**src/hdl/iapp_pkg.sv**
```systemverilog
// Shared types, widths and codes of the isochronous audio packet pacer.
`default_nettype none

package iapp_pkg;

  // Design limits on the ring and period sizes.
  localparam int unsigned RingBytesMax   = 65536;
  localparam int unsigned PeriodBytesMax = 4096;

  // Fixed field widths.
  localparam int unsigned LenW     = 12;
  localparam int unsigned OffOutW  = 16;
  localparam int unsigned AccW     = 22;
  localparam int unsigned ThrW     = 21;
  localparam int unsigned CfgDataW = 20;
  localparam int unsigned CfgIdxW  = 3;
  localparam int unsigned CfgRingW = 17;
  localparam int unsigned CfgPerW  = 13;
  localparam int unsigned CfgPpsW  = 13;
  localparam int unsigned CfgFrmW  = 8;
  localparam int unsigned CfgStepW = 20;

  // Widths derived from the size limits.
  localparam int unsigned RingW = $clog2(RingBytesMax + 1);
  localparam int unsigned PtrW  = $clog2(RingBytesMax);
  localparam int unsigned PerW  = $clog2(PeriodBytesMax + 1);
  localparam int unsigned OffW  = $clog2(PeriodBytesMax);
  localparam int unsigned RSumW = ((PtrW > LenW) ? PtrW : LenW) + 1;
  localparam int unsigned PSumW = ((OffW > LenW) ? OffW : LenW) + 1;
  localparam int unsigned RemW  = (RSumW > PSumW) ? RSumW : PSumW;
  localparam int unsigned RemCntW = $clog2(RemW + 1);

  // Configuration register indexes.
  typedef enum logic [CfgIdxW-1:0] {
    CfgBasePacket = 3'd0,
    CfgResidueStep = 3'd1,
    CfgPacketsPerSec = 3'd2,
    CfgFrameBytes = 3'd3,
    CfgRingBytes = 3'd4,
    CfgPeriodBytes = 3'd5,
    CfgPlayback = 3'd6
  } cfg_idx_e;

  // Event kinds of an input transaction.
  typedef enum logic [2:0] {
    KindComplete = 3'd0,
    KindStart    = 3'd1,
    KindStop     = 3'd2,
    KindBadTrig  = 3'd3,
    KindEpOn     = 3'd4,
    KindEpOff    = 3'd5
  } kind_e;

  // Work handed from the sizing stage to the ring stage.
  typedef enum logic [1:0] {
    OpNone    = 2'd0,
    OpAdvance = 2'd1,
    OpClear   = 2'd2
  } s1_op_e;

  typedef struct packed {
    logic [2:0]      kind;
    logic [LenW-1:0] received_bytes;
    logic            link_shutdown;
  } in_item_t;

  typedef struct packed {
    logic [LenW-1:0]    packet_bytes;
    logic [OffOutW-1:0] ring_offset;
    logic [LenW-1:0]    first_bytes;
    logic [LenW-1:0]    wrap_bytes;
    logic               period_elapsed;
    logic               resubmit;
    logic               bad_command;
  } out_item_t;

  typedef struct packed {
    s1_op_e          op;
    logic [LenW-1:0] len;
    logic            resubmit;
    logic            bad_command;
  } s1_t;

endpackage

`default_nettype wire

```
**src/hdl/iapp_rem.sv**
```systemverilog
// Bit-serial restoring remainder unit, one dividend bit per cycle.
`default_nettype none

module iapp_rem (
  input  logic                       clk_i,
  input  logic                       rst_ni,
  input  logic                       start_i,
  input  logic [iapp_pkg::RemW-1:0]  dividend_i,
  input  logic [iapp_pkg::RemW-1:0]  divisor_i,
  output logic                       busy_o,
  output logic [iapp_pkg::RemW-1:0]  rem_o
);
  import iapp_pkg::*;

  logic               busy_q;
  logic [RemCntW-1:0] cnt_q;
  logic [RemW-1:0]    dvd_q;
  logic [RemW-1:0]    div_q;
  logic [RemW-1:0]    rem_q;
  logic [RemW:0]      trial;
  logic [RemW:0]      diff;

  // Shift in the next dividend bit and subtract the divisor when it fits.
  assign trial = {rem_q, dvd_q[RemW-1]};
  assign diff  = trial - {1'b0, div_q};

  // Iteration control.
  always_ff @(posedge clk_i or negedge rst_ni) begin
    if (!rst_ni) begin
      busy_q <= 1'b0;
      cnt_q  <= '0;
    end else if (start_i) begin
      busy_q <= 1'b1;
      cnt_q  <= RemCntW'(RemW);
    end else if (busy_q) begin
      cnt_q <= cnt_q - 1'b1;
      if (cnt_q == RemCntW'(1)) begin
        busy_q <= 1'b0;
      end
    end
  end

  // Datapath; the remainder holds once the unit goes idle.
  always_ff @(posedge clk_i) begin
    if (start_i) begin
      dvd_q <= dividend_i;
      div_q <= divisor_i;
      rem_q <= '0;
    end else if (busy_q) begin
      dvd_q <= dvd_q << 1;
      if (trial >= {1'b0, div_q}) begin
        rem_q <= diff[RemW-1:0];
      end else begin
        rem_q <= trial[RemW-1:0];
      end
    end
  end

  assign busy_o = busy_q;
  assign rem_o  = rem_q;

endmodule

`default_nettype wire

```
**src/hdl/iso_audio_packet_pacer.sv**
```systemverilog
// Top level of the isochronous audio packet pacer.
// Each input transaction is an event: a completion sizes a packet (playback: base size
// plus an extra frame when the residue accumulator reaches frame_bytes*packets_per_second;
// capture: the received byte count), splits it at the ring wrap, advances the ring pointer
// and reports a period crossing; triggers reset the ring position and start or stop the
// stream; endpoint events switch the endpoint and clear the residue. Every transaction
// yields exactly one result, registered first in the sizing stage and then in the output
// register once the output is free. The block takes one transaction per cycle as long as
// the output is not stalled and the new ring pointer and period offset each come out of a
// single subtraction of the ring or period size; when a packet wraps a very small ring or
// period more than once, the ring stage holds while a bit-serial remainder unit reduces
// the sums.
`default_nettype none

module iso_audio_packet_pacer (
  input  logic                            clk_i,
  input  logic                            rst_ni,
  input  logic                            in_valid_i,
  output logic                            in_ready_o,
  input  iapp_pkg::in_item_t              in_data_i,
  output logic                            out_valid_o,
  input  logic                            out_ready_i,
  output iapp_pkg::out_item_t             out_data_o,
  input  logic                            cfg_we_i,
  input  logic [iapp_pkg::CfgIdxW-1:0]    cfg_idx_i,
  input  logic [iapp_pkg::CfgDataW-1:0]   cfg_data_i
);
  import iapp_pkg::*;

  // Configuration registers.
  logic [LenW-1:0]     cfg_base_q;
  logic [CfgStepW-1:0] cfg_step_q;
  logic [CfgPpsW-1:0]  cfg_pps_q;
  logic [CfgFrmW-1:0]  cfg_frame_q;
  logic [CfgRingW-1:0] cfg_ring_q;
  logic [CfgPerW-1:0]  cfg_per_q;
  logic                cfg_play_q;

  always_ff @(posedge clk_i or negedge rst_ni) begin
    if (!rst_ni) begin
      cfg_base_q  <= '0;
      cfg_step_q  <= '0;
      cfg_pps_q   <= CfgPpsW'(1000);
      cfg_frame_q <= CfgFrmW'(4);
      cfg_ring_q  <= CfgRingW'(65536);
      cfg_per_q   <= CfgPerW'(4096);
      cfg_play_q  <= 1'b0;
    end else if (cfg_we_i) begin
      unique case (cfg_idx_e'(cfg_idx_i))
        CfgBasePacket:    cfg_base_q  <= cfg_data_i[LenW-1:0];
        CfgResidueStep:   cfg_step_q  <= cfg_data_i[CfgStepW-1:0];
        CfgPacketsPerSec: cfg_pps_q   <= cfg_data_i[CfgPpsW-1:0];
        CfgFrameBytes:    cfg_frame_q <= cfg_data_i[CfgFrmW-1:0];
        CfgRingBytes:     cfg_ring_q  <= CfgRingW'(cfg_data_i);
        CfgPeriodBytes:   cfg_per_q   <= cfg_data_i[CfgPerW-1:0];
        CfgPlayback:      cfg_play_q  <= cfg_data_i[0];
        default: ;
      endcase
    end
  end

  // Handshake and pipeline control.
  logic      in_accept;
  logic      s1_valid_q;
  s1_t       s1_q;
  s1_t       s1_d;
  logic      s2_go;
  logic      out_valid_q;
  out_item_t out_q;
  out_item_t out_d;
  logic      out_free;

  assign out_free   = !out_valid_q || out_ready_i;
  assign in_ready_o = !s1_valid_q || s2_go;
  assign in_accept  = in_valid_i && in_ready_o;

  // Sizing stage: endpoint and stream state, residue accumulator.
  logic            stream_q, stream_d;
  logic            ep_q, ep_d;
  logic [AccW-1:0] acc_q, acc_d;
  logic [ThrW-1:0] thresh;
  logic [AccW-1:0] acc_sum;
  logic            extra_hit;
  logic [LenW:0]   play_sum;
  logic [LenW-1:0] play_len;

  assign thresh    = {{(ThrW-CfgFrmW){1'b0}}, cfg_frame_q} * {{(ThrW-CfgPpsW){1'b0}}, cfg_pps_q};
  assign acc_sum   = acc_q + AccW'(cfg_step_q);
  assign extra_hit = acc_sum >= AccW'(thresh);
  assign play_sum  = {1'b0, cfg_base_q} + (extra_hit ? (LenW+1)'(cfg_frame_q) : '0);
  assign play_len  = play_sum[LenW] ? '1 : play_sum[LenW-1:0];

  always_comb begin
    s1_d     = '{op: OpNone, len: '0, resubmit: 1'b0, bad_command: 1'b0};
    stream_d = stream_q;
    ep_d     = ep_q;
    acc_d    = acc_q;
    unique case (kind_e'(in_data_i.kind))
      KindComplete: begin
        if (ep_q && !in_data_i.link_shutdown) begin
          s1_d.resubmit = 1'b1;
          if (stream_q) begin
            s1_d.op = OpAdvance;
            if (cfg_play_q) begin
              s1_d.len = play_len;
              acc_d    = extra_hit ? (acc_sum - AccW'(thresh)) : acc_sum;
            end else begin
              s1_d.len = in_data_i.received_bytes;
            end
          end
        end
      end
      KindStart: begin
        s1_d.op  = OpClear;
        stream_d = 1'b1;
      end
      KindStop: begin
        s1_d.op  = OpClear;
        stream_d = 1'b0;
      end
      KindBadTrig: begin
        s1_d.op          = OpClear;
        s1_d.bad_command = 1'b1;
      end
      KindEpOn: begin
        ep_d  = 1'b1;
        acc_d = '0;
      end
      KindEpOff: begin
        ep_d  = 1'b0;
        acc_d = '0;
      end
      default: ;
    endcase
  end

  always_ff @(posedge clk_i or negedge rst_ni) begin
    if (!rst_ni) begin
      stream_q   <= 1'b0;
      ep_q       <= 1'b0;
      acc_q      <= '0;
      s1_valid_q <= 1'b0;
    end else begin
      if (in_accept) begin
        stream_q <= stream_d;
        ep_q     <= ep_d;
        acc_q    <= acc_d;
      end
      if (in_ready_o) begin
        s1_valid_q <= in_valid_i;
      end
    end
  end

  always_ff @(posedge clk_i) begin
    if (in_accept) begin
      s1_q <= s1_d;
    end
  end

  // Ring stage: effective sizes and the clamped pointer.
  logic [PtrW-1:0]  ptr_q, ptr_d;
  logic [OffW-1:0]  off_q, off_d;
  logic [RingW-1:0] ring_eff;
  logic [PerW-1:0]  per_eff;
  logic [PtrW-1:0]  ptr;
  logic [RingW-1:0] space;
  logic [LenW-1:0]  first;

  assign ring_eff = ((cfg_ring_q == '0) || (32'(cfg_ring_q) > 32'(RingBytesMax)))
                    ? RingW'(RingBytesMax) : RingW'(cfg_ring_q);
  assign per_eff  = ((cfg_per_q == '0) || (32'(cfg_per_q) > 32'(PeriodBytesMax)))
                    ? PerW'(PeriodBytesMax) : PerW'(cfg_per_q);
  assign ptr      = (32'(ptr_q) >= 32'(ring_eff)) ? '0 : ptr_q;
  assign space    = ring_eff - RingW'(ptr);
  assign first    = (32'(space) > 32'(s1_q.len)) ? s1_q.len : LenW'(space);

  // Single-subtraction reduction of the new pointer and period offset.
  logic [RSumW-1:0] rsum, rdiff, ring_ext;
  logic [PSumW-1:0] psum, pdiff, per_ext;
  logic             r_ge, p_ge, r_fast, p_fast, fast;

  assign ring_ext = RSumW'(ring_eff);
  assign per_ext  = PSumW'(per_eff);
  assign rsum     = RSumW'(ptr) + RSumW'(s1_q.len);
  assign psum     = PSumW'(off_q) + PSumW'(s1_q.len);
  assign rdiff    = rsum - ring_ext;
  assign pdiff    = psum - per_ext;
  assign r_ge     = rsum >= ring_ext;
  assign p_ge     = psum >= per_ext;
  assign r_fast   = !r_ge || (rdiff < ring_ext);
  assign p_fast   = !p_ge || (pdiff < per_ext);
  assign fast     = r_fast && p_fast;

  // Remainder units for the rare multiple-wrap case.
  logic            rem_wait_q;
  logic            rem_start;
  logic            rem_ring_busy, rem_per_busy;
  logic [RemW-1:0] rem_ring, rem_per;
  logic            rem_done;
  logic            adv;

  assign adv       = s1_valid_q && (s1_q.op == OpAdvance);
  assign rem_start = adv && !fast && !rem_wait_q;
  assign rem_done  = rem_wait_q && !rem_ring_busy && !rem_per_busy;
  assign s2_go     = s1_valid_q && out_free && (!adv || fast || rem_done);

  iapp_rem u_rem_ring (
    .clk_i      (clk_i),
    .rst_ni     (rst_ni),
    .start_i    (rem_start),
    .dividend_i (RemW'(rsum)),
    .divisor_i  (RemW'(ring_ext)),
    .busy_o     (rem_ring_busy),
    .rem_o      (rem_ring)
  );

  iapp_rem u_rem_per (
    .clk_i      (clk_i),
    .rst_ni     (rst_ni),
    .start_i    (rem_start),
    .dividend_i (RemW'(psum)),
    .divisor_i  (RemW'(per_ext)),
    .busy_o     (rem_per_busy),
    .rem_o      (rem_per)
  );

  // Result and next ring state.
  always_comb begin
    out_d = '0;
    ptr_d = ptr_q;
    off_d = off_q;
    out_d.resubmit    = s1_q.resubmit;
    out_d.bad_command = s1_q.bad_command;
    unique case (s1_q.op)
      OpAdvance: begin
        out_d.packet_bytes   = s1_q.len;
        out_d.ring_offset    = OffOutW'(ptr);
        out_d.first_bytes    = first;
        out_d.wrap_bytes     = s1_q.len - first;
        out_d.period_elapsed = p_ge;
        if (fast) begin
          ptr_d = r_ge ? PtrW'(rdiff) : PtrW'(rsum);
          off_d = p_ge ? OffW'(pdiff) : OffW'(psum);
        end else begin
          ptr_d = PtrW'(rem_ring);
          off_d = OffW'(rem_per);
        end
      end
      OpClear: begin
        ptr_d = '0;
        off_d = '0;
      end
      default: ;
    endcase
  end

  always_ff @(posedge clk_i or negedge rst_ni) begin
    if (!rst_ni) begin
      ptr_q       <= '0;
      off_q       <= '0;
      rem_wait_q  <= 1'b0;
      out_valid_q <= 1'b0;
    end else begin
      if (rem_start) begin
        rem_wait_q <= 1'b1;
      end else if (s2_go) begin
        rem_wait_q <= 1'b0;
      end
      if (s2_go) begin
        ptr_q <= ptr_d;
        off_q <= off_d;
      end
      if (out_free) begin
        out_valid_q <= s2_go;
      end
    end
  end

  always_ff @(posedge clk_i) begin
    if (s2_go) begin
      out_q <= out_d;
    end
  end

  assign out_valid_o = out_valid_q;
  assign out_data_o  = out_q;

endmodule

`default_nettype wire

```
**config.mk**
```make
export PLATFORM = sky130hd
export DESIGN_NAME = iso_audio_packet_pacer
export DESIGN_NICKNAME = d
export VERILOG_FILES = /design/src/hdl/iapp_pkg.sv /design/src/hdl/iapp_rem.sv /design/src/hdl/iso_audio_packet_pacer.sv
export SDC_FILE = /design/constraint.sdc
export NUM_CORES = 1
export LEC_CHECK = 0
export BUFFER_PORTS_ARGS = -buffer_cell sky130_fd_sc_hd__buf_2
export CAP_MARGIN = 20
export CORE_UTILIZATION = 30
export DETAILED_ROUTE_END_ITERATION = 16
export PLACE_DENSITY_LB_ADDON = 0.15
export SETUP_SLACK_MARGIN = 0.3
export SLEW_MARGIN = 20
export SYNTH_ARGS = -nofsm -noshare
export SYNTH_HDL_FRONTEND = slang
export SYNTH_SLANG_ARGS = --single-unit
```
**constraint.sdc**
```tcl
create_clock -name clk_i -period 9.5 [get_ports clk_i]
set_input_delay 1.425 -clock clk_i [delete_from_list [all_inputs] [get_ports clk_i]]
set_output_delay 1.425 -clock clk_i [all_outputs]
set_load 0.1 [all_outputs]
```
==> metrics.cfg, run 1 <==
[yosys]
netlist_instances=2732
async_flop_share_pct=47.2
syn_area_sq_um=25700
ys_top_cells_by_area=edfxtp_1, dfrtp_1, ha_1
synth_top_area_share_pct=15.3
synth.yosys.seq_area_share_pct=33.1
synth-edff-count=131
ys_seq_elements=320
yosys.area.top_type=edfxtp_1
synth_nets=3119
synth_warnings=0
syn_avg_cell_area_sq_um=9.39
ys.flop_type=dfrtp_1
synth.distinct_cells=93

[global_route]
grt_util_all_layers_pct=18.4
antenna_found_initial=12
grt_pass1_vias=20600
overflow=0
grt_max_degree=59
grt_pass1_wl_mm=122

[floorplan]
fp.dieW_um=294
rows=106
core_sq_um=84200
pin_count=101
start_util_pct=30.5
die-area_sq_um=86700
die_h_um=294

[timing]
fin_worst_skew_ps=32.4
fmax_ghz=0.107
layout_min_cycle_time_ps=9330
drv_slew=0
worst_pin_slew_ps=947
setup_viol=0
slew_headroom_pct=36.9
fin_crit_sh_pct=98.2
rsz0062_at_grt=yes
hold_viol_final=0

[clock_tree]
cts_buffer_depth=3
clock_latency_ps=600
cts_max_level=2
cts_buffers=42
clockRootBuffer=clkbuf_16
cts.reportedPaths.clkPinSlew_ps=60
cts_tree=done
cts.sinks=320

[cells_and_area]
mostFrequentLayoutCells=nand2_1, ha_1, inv_1, nor2_1, a21oi_1
multi_input_area_sq_um=16600
final_common_cell=nand2_1
register_area_sq_um=8490
fin_cells=4076
area_growth_pct=18.4
fin_util_pct=36.1
final_nets=3292
drive_above_1_share_pct=18.8
fillerInstances=8560

[worst_setup_path]
worst_setup_path_start_kind=flip-flop
end_kind=output pin
path_common_cell=ha_4
crit_path_max_incr_delay_ps=440
required_ps=8080
cp_slowest_cell=dfrtp_1
critPathMaxFanout=8
critPathLaunch=cfg_ring_q[0]
crit_type=flip-flop to output pin
worstReg2RegStart=cfg_ring_q[0]
arrival_ps=7900

[drt]
routedWlPerCell_um=19.6
detail-route-antenna-nets=0
wl_mm=79.9
dr.pass1.iters=5
viasPerCell=5.01
drc=0
vias=20400
drtIter0Drc=1047

[place]
dp_cells=3946
port_buffers=100
dpl.hpwl_mm=61.6
routabilityCongestion=0.890

[status]
status=completed

[flow_run]
maxCapViolCount=0

[worst_hold_path]
hold_path_class=flip-flop to flip-flop
holdCritStartpoint=acc_q[14]

## stage by stage
step | setup WS (ps) | setup TNS [ps] | area, sq um | hold WS [ps]
2_1_floorplan | 327 | 0 | 25700 | 400
3_3_place_gp | 32.6 | 0 | 27800 | 466
3_5_place_dp | -110 | -287 | 27800 | 471
4_1_cts | 224 | 0 | 29800 | 484
5_1_grt | -198 | -215 | 30400 | 503
6_report | 171 | 0 | 30400 | 480
## path summary, 6_finish.rpt
path,end,slack [ps],depth (start not counted)
worst max-delay path,in_ready_o,170,37
worst min-delay path,acc_q[14],480,2
worst max register to register,out_data_o[13],580,44
worst min register to register,acc_q[14],480,2
max in group asynchronous,cfg_frame_q[5],7390,2
min in group asynchronous,cfg_pps_q[10],780,1
## flip-flops by register name, indices dropped and copies added (netlist names), 8 cells and up
| signal | flops |
|---|---|
| cfg_frame_q | 8 |
| cfg_base_q | 12 |
| u_rem_per.dvd_q | 17 |
| cfg_ring_q | 17 |
| u_rem_ring.div_q | 17 |
| cfg_per_q | 13 |
| u_rem_ring.rem_o | 17 |
| cfg_step_q | 20 |
| u_rem_ring.dvd_q | 17 |
| u_rem_per.div_q | 13 |
| u_rem_per.rem_o | 17 |
| cfg_pps_q | 13 |
| ptr_q | 16 |
| s1_q | 14 |
| off_q | 12 |
| acc_q | 22 |
| out_data_o | 55 |
## synthesized netlist by cell type, drive strengths merged (38+ instances only)
cell type / instances
clkbuf: 64
nand2: 287
edfxtp: 131
xor2: 50
fa: 77
inv: 238
dfxtp: 38
xnor2: 93
and2: 68
a21oi: 160
nor2: 195
mux2i: 77
ha: 266
nor3: 43
dfrtp: 142
a21o: 68
o21ai: 140
mux2: 89
nand2b: 57
## what timing repair did
action                                  in CTS  in global routing
gates cloned                                 0                  1
hold buffers                                 0                  0
buffers inserted                            26                 22
resized for setup                           58                101
endpoints found under the setup margin      80                 25
pin swaps                                   31                 63
## area by class of cell
| type | instances | share of cell area, % |
|---|---|---|
| antenna | 3 | 0.0247 |
| clock buffer | 55 | 3.96 |
| clock inverter | 23 | 0.790 |
| inverter | 239 | 2.97 |
| multi-input combinational | 2079 | 54.7 |
| sequential | 320 | 27.9 |
| tap | 1134 | 4.67 |
| timing repair buffer | 223 | 4.96 |
## routing by layer
| layer | vias up | share of wire, % | track usage (%) | routed length [um] |
|---|---|---|---|---|
| li1 | 10000 | - | - | - |
| met1 | 9954 | 45 | 23.8 | 35800 |
| met2 | 348 | 48 | 31.0 | 38200 |
| met3 | 109 | 4.3 | 3.24 | 3400 |
| met4 | 12 | 3.0 | 5.87 | 2430 |
| met5 | - | 0.10 | 0 | 83 |
## critical path: cells and delay by family, from the launching register on
family / cells / cell delay [ps]
compound gates: 16 / 2830
fa+ha+maj: 6 / 1550
simple gates: 9 / 1330
buf+inv: 4 / 630
xor+xnor: 2 / 510
flops: 1 / 440
## kinds of logic after synthesis
group / share of synthesized area [%]
buf+inv: 5.06
simple gates: 15.1
flops: 33.1
xor+xnor: 4.88
compound gates: 15.9
fa+ha+maj: 19.0
mux: 7.09
Power of run 1 is not shown: default switching activity piles up to over one toggle a cycle in this logic, so the estimate is an artifact.
==> run 2: changes to the inputs <==
--- a/config.mk
+++ b/config.mk
@@ -7,7 +7,9 @@
 export LEC_CHECK = 0
 export BUFFER_PORTS_ARGS = -buffer_cell sky130_fd_sc_hd__buf_2
 export CAP_MARGIN = 20
+export CORE_MARGIN = 3
 export CORE_UTILIZATION = 30
+export CTS_CLUSTER_DIAMETER = 120
 export DETAILED_ROUTE_END_ITERATION = 16
 export PLACE_DENSITY_LB_ADDON = 0.15
 export SETUP_SLACK_MARGIN = 0.3
==> constraint.sdc (replaced) <==
create_clock -name clk_i -period 10.26 [get_ports clk_i]
set_input_delay 1.539 -clock clk_i [delete_from_list [all_inputs] [get_ports clk_i]]
set_output_delay 1.539 -clock clk_i [all_outputs]
set_load 0.1 [all_outputs]
==> metrics.cfg, run 2 (same netlist as run 1, synthesis figures left out) <==
[status]
status=completed  ; unchanged

[timing]
setup_slack_ps=579  ; was 171 ps
slew_headroom_pct=32.8  ; was 36.9%
rsz0062_at_grt=yes  ; unchanged
fin_crit_sh_pct=94.4
worst_pin_slew_ps=1010  ; was 947 ps
hold_viol_final=0  ; unchanged
fmax_ghz=0.103
setup_viol=0  ; unchanged
layout_min_cycle_time_ps=9680
fin_setup_tns_ps=0  ; unchanged
fin_worst_skew_ps=32.9  ; was 32.4 ps
drv_slew=0  ; unchanged

[global_route]
antenna_found_initial=7  ; was 12
overflow=0  ; unchanged
grt_util_all_layers_pct=17.6  ; was 18.4%
grt_pass1_wl_mm=123  ; was 122 mm
grt_max_degree=96  ; was 59
grt_pass1_vias=20600  ; about the same

[floorplan]
die-area_sq_um=89100  ; was 86,700 sq um
fp.dieW_um=298  ; was 294 um
rows=106  ; unchanged
pin_count=101  ; unchanged
start_util_pct=30.5  ; unchanged
core_sq_um=84200  ; unchanged
die_h_um=298  ; was 294 um

[worst_setup_path]
worst_setup_path_start_kind=flip-flop  ; unchanged
crit_family=compound AO/OA/AOI/OAI gates  ; unchanged
critPathMaxFanout=6  ; was 8
path_common_cell=a21o_1  ; was ha_4
worstReg2RegStart=cfg_frame_q[4]  ; was cfg_ring_q[0]
required_ps=8720  ; was 8080 ps
crit_type=flip-flop to output pin  ; unchanged
rrSetupSlack_ps=990  ; was 580 ps
crit_path_max_incr_delay_ps=420  ; was 440 ps
cp_num_buf_inv=3  ; was 4
rr_endpoint=s1_q[5]  ; was out_data_o[13]
reg2regPathDepth=37  ; was 44
arrival_ps=8140  ; was 7900 ps
cp_slowest_cell=dfrtp_1  ; unchanged
end_kind=output pin  ; unchanged

[worst_hold_path]
hold_depth=2  ; unchanged
hold_path_class=flip-flop to flip-flop  ; unchanged
holdCritStartpoint=acc_q[9]  ; was acc_q[14]
holdPathEnd=acc_q[9]  ; was acc_q[14]

[drt]
dr.pass1.iters=5  ; unchanged
drc=0  ; unchanged
wl_met1_mm=35.6  ; was 35.8 mm
wl_mm=79.1  ; was 79.9 mm
viasPerCell=5.03  ; was 5.01
drtIter0Drc=1199  ; was 1,047
vias=20200  ; was 20,400
wl_met3_mm=3.70  ; was 3.40 mm
routed.top_layer=met5  ; unchanged
detail-route-antenna-nets=0  ; unchanged
routedWlPerCell_um=19.7  ; was 19.6 um
wl_met2_mm=37.7  ; was 38.2 mm

[place]
post-place-ws_ps=104  ; was -110 ps
place_area_sq_um=27600  ; was 27,800 sq um
port_buffers=100  ; unchanged
dpl.hpwl_mm=61.3  ; was 61.6 mm
routabilityCongestion=0.906  ; was 0.890

[clock_tree]
cts_tree=done  ; unchanged
hold_buffers=0  ; unchanged
cts.reportedPaths.clkPinSlew_ps=50  ; was 60 ps
cts_max_level=2  ; unchanged
cts_buffer_depth=3  ; unchanged
clock_latency_ps=580  ; was 600 ps
clockRootBuffer=clkbuf_16  ; unchanged
cts.sinks=320  ; unchanged
cts_buffers=43  ; was 42

[cells_and_area]
largest_register_ffs=55  ; unchanged
final_nets=3230  ; was 3,292
mostFrequentLayoutCells=nand2_1, ha_1, inv_1, nor2_1, a21oi_1  ; unchanged
design_area_sq_um=29600  ; was 30,400 sq um
area_growth_pct=15.1  ; was 18.4%
final_common_cell=nand2_1  ; unchanged
drive_above_1_share_pct=14.7  ; was 18.8%
fin_util_pct=35.1  ; was 36.1%
fillerInstances=8646  ; was 8,560

[flow_run]
maxCapViolCount=0  ; unchanged

==> run 2: cell count changes in the layout (fill, tap and decap cells not counted), moves of 7 or more <==
cell / delta
ha_4: -11
buf_4: -59
a21oi_1: +11
a21oi_2: -7
o21ai_0: +8
nand2_1: +7
ha_1: +15
==> run 2: what timing repair did <==
item | in CTS | in global routing
pin swaps | 6 | 20
buffers inserted | 2 | 12
setup endpoints to repair | 1 | 31
gates resized for setup | 16 | 47
==> run 2: layout make-up <==
type / instances / area (sq um) / area share [%]
repair buffers: 160 / 1010 / 3.41
inverters: 239 / 897 / 3.04
multi-input cells: 2079 / 16200 / 54.8
clock inverters: 21 / 287 / 0.970
diodes: 5 / 12.5 / 0.0423
well taps: 1134 / 1420 / 4.80
clock buffers: 59 / 1240 / 4.19
flip-flops and latches: 320 / 8490 / 28.7
==> run 2: stage by stage <==
| step | hold WS (ps) | cells |
|---|---|---|
| finish | 484 | 4017 |
| global route | 510 | 4013 |
| detailed placement | 474 | 3917 |
| floorplan | 400 | 2732 |
| global placement | 468 | 3917 |
| CTS | 486 | 3999 |
==> run 2: worst max-delay path by stage <==
stage / from / to / slack (ps) / depth (start not counted)
floorplan: cfg_ring_q[11] / in_ready_o / 970 / 36
global placement: cfg_ring_q[1] / in_ready_o / 270 / 37
detailed placement: cfg_ring_q[1] / in_ready_o / 100 / 37
CTS: cfg_ring_q[1] / in_ready_o / 310 / 40
global route: cfg_ring_q[2] / in_ready_o / 140 / 35
finish: cfg_ring_q[1] / in_ready_o / 580 / 38
==> run 2: layer usage <==
layer  track usage, %  vias up
met3             2.93       99
met5                0        -
met2             29.8      346
li1                 -     9875
met4             4.74        4
met1             23.2     9899
==> run 2: worst min-delay path: cells and delay by family (launching register included) <==
| kind | cells | cell delay (ps) |
|---|---|---|
| flip-flops | 1 | 350 |
| AND/OR/NAND/NOR | 1 | 50 |
| AO/OA/AOI/OAI | 1 | 50 |
Power of run 2 is left out for the same reason.
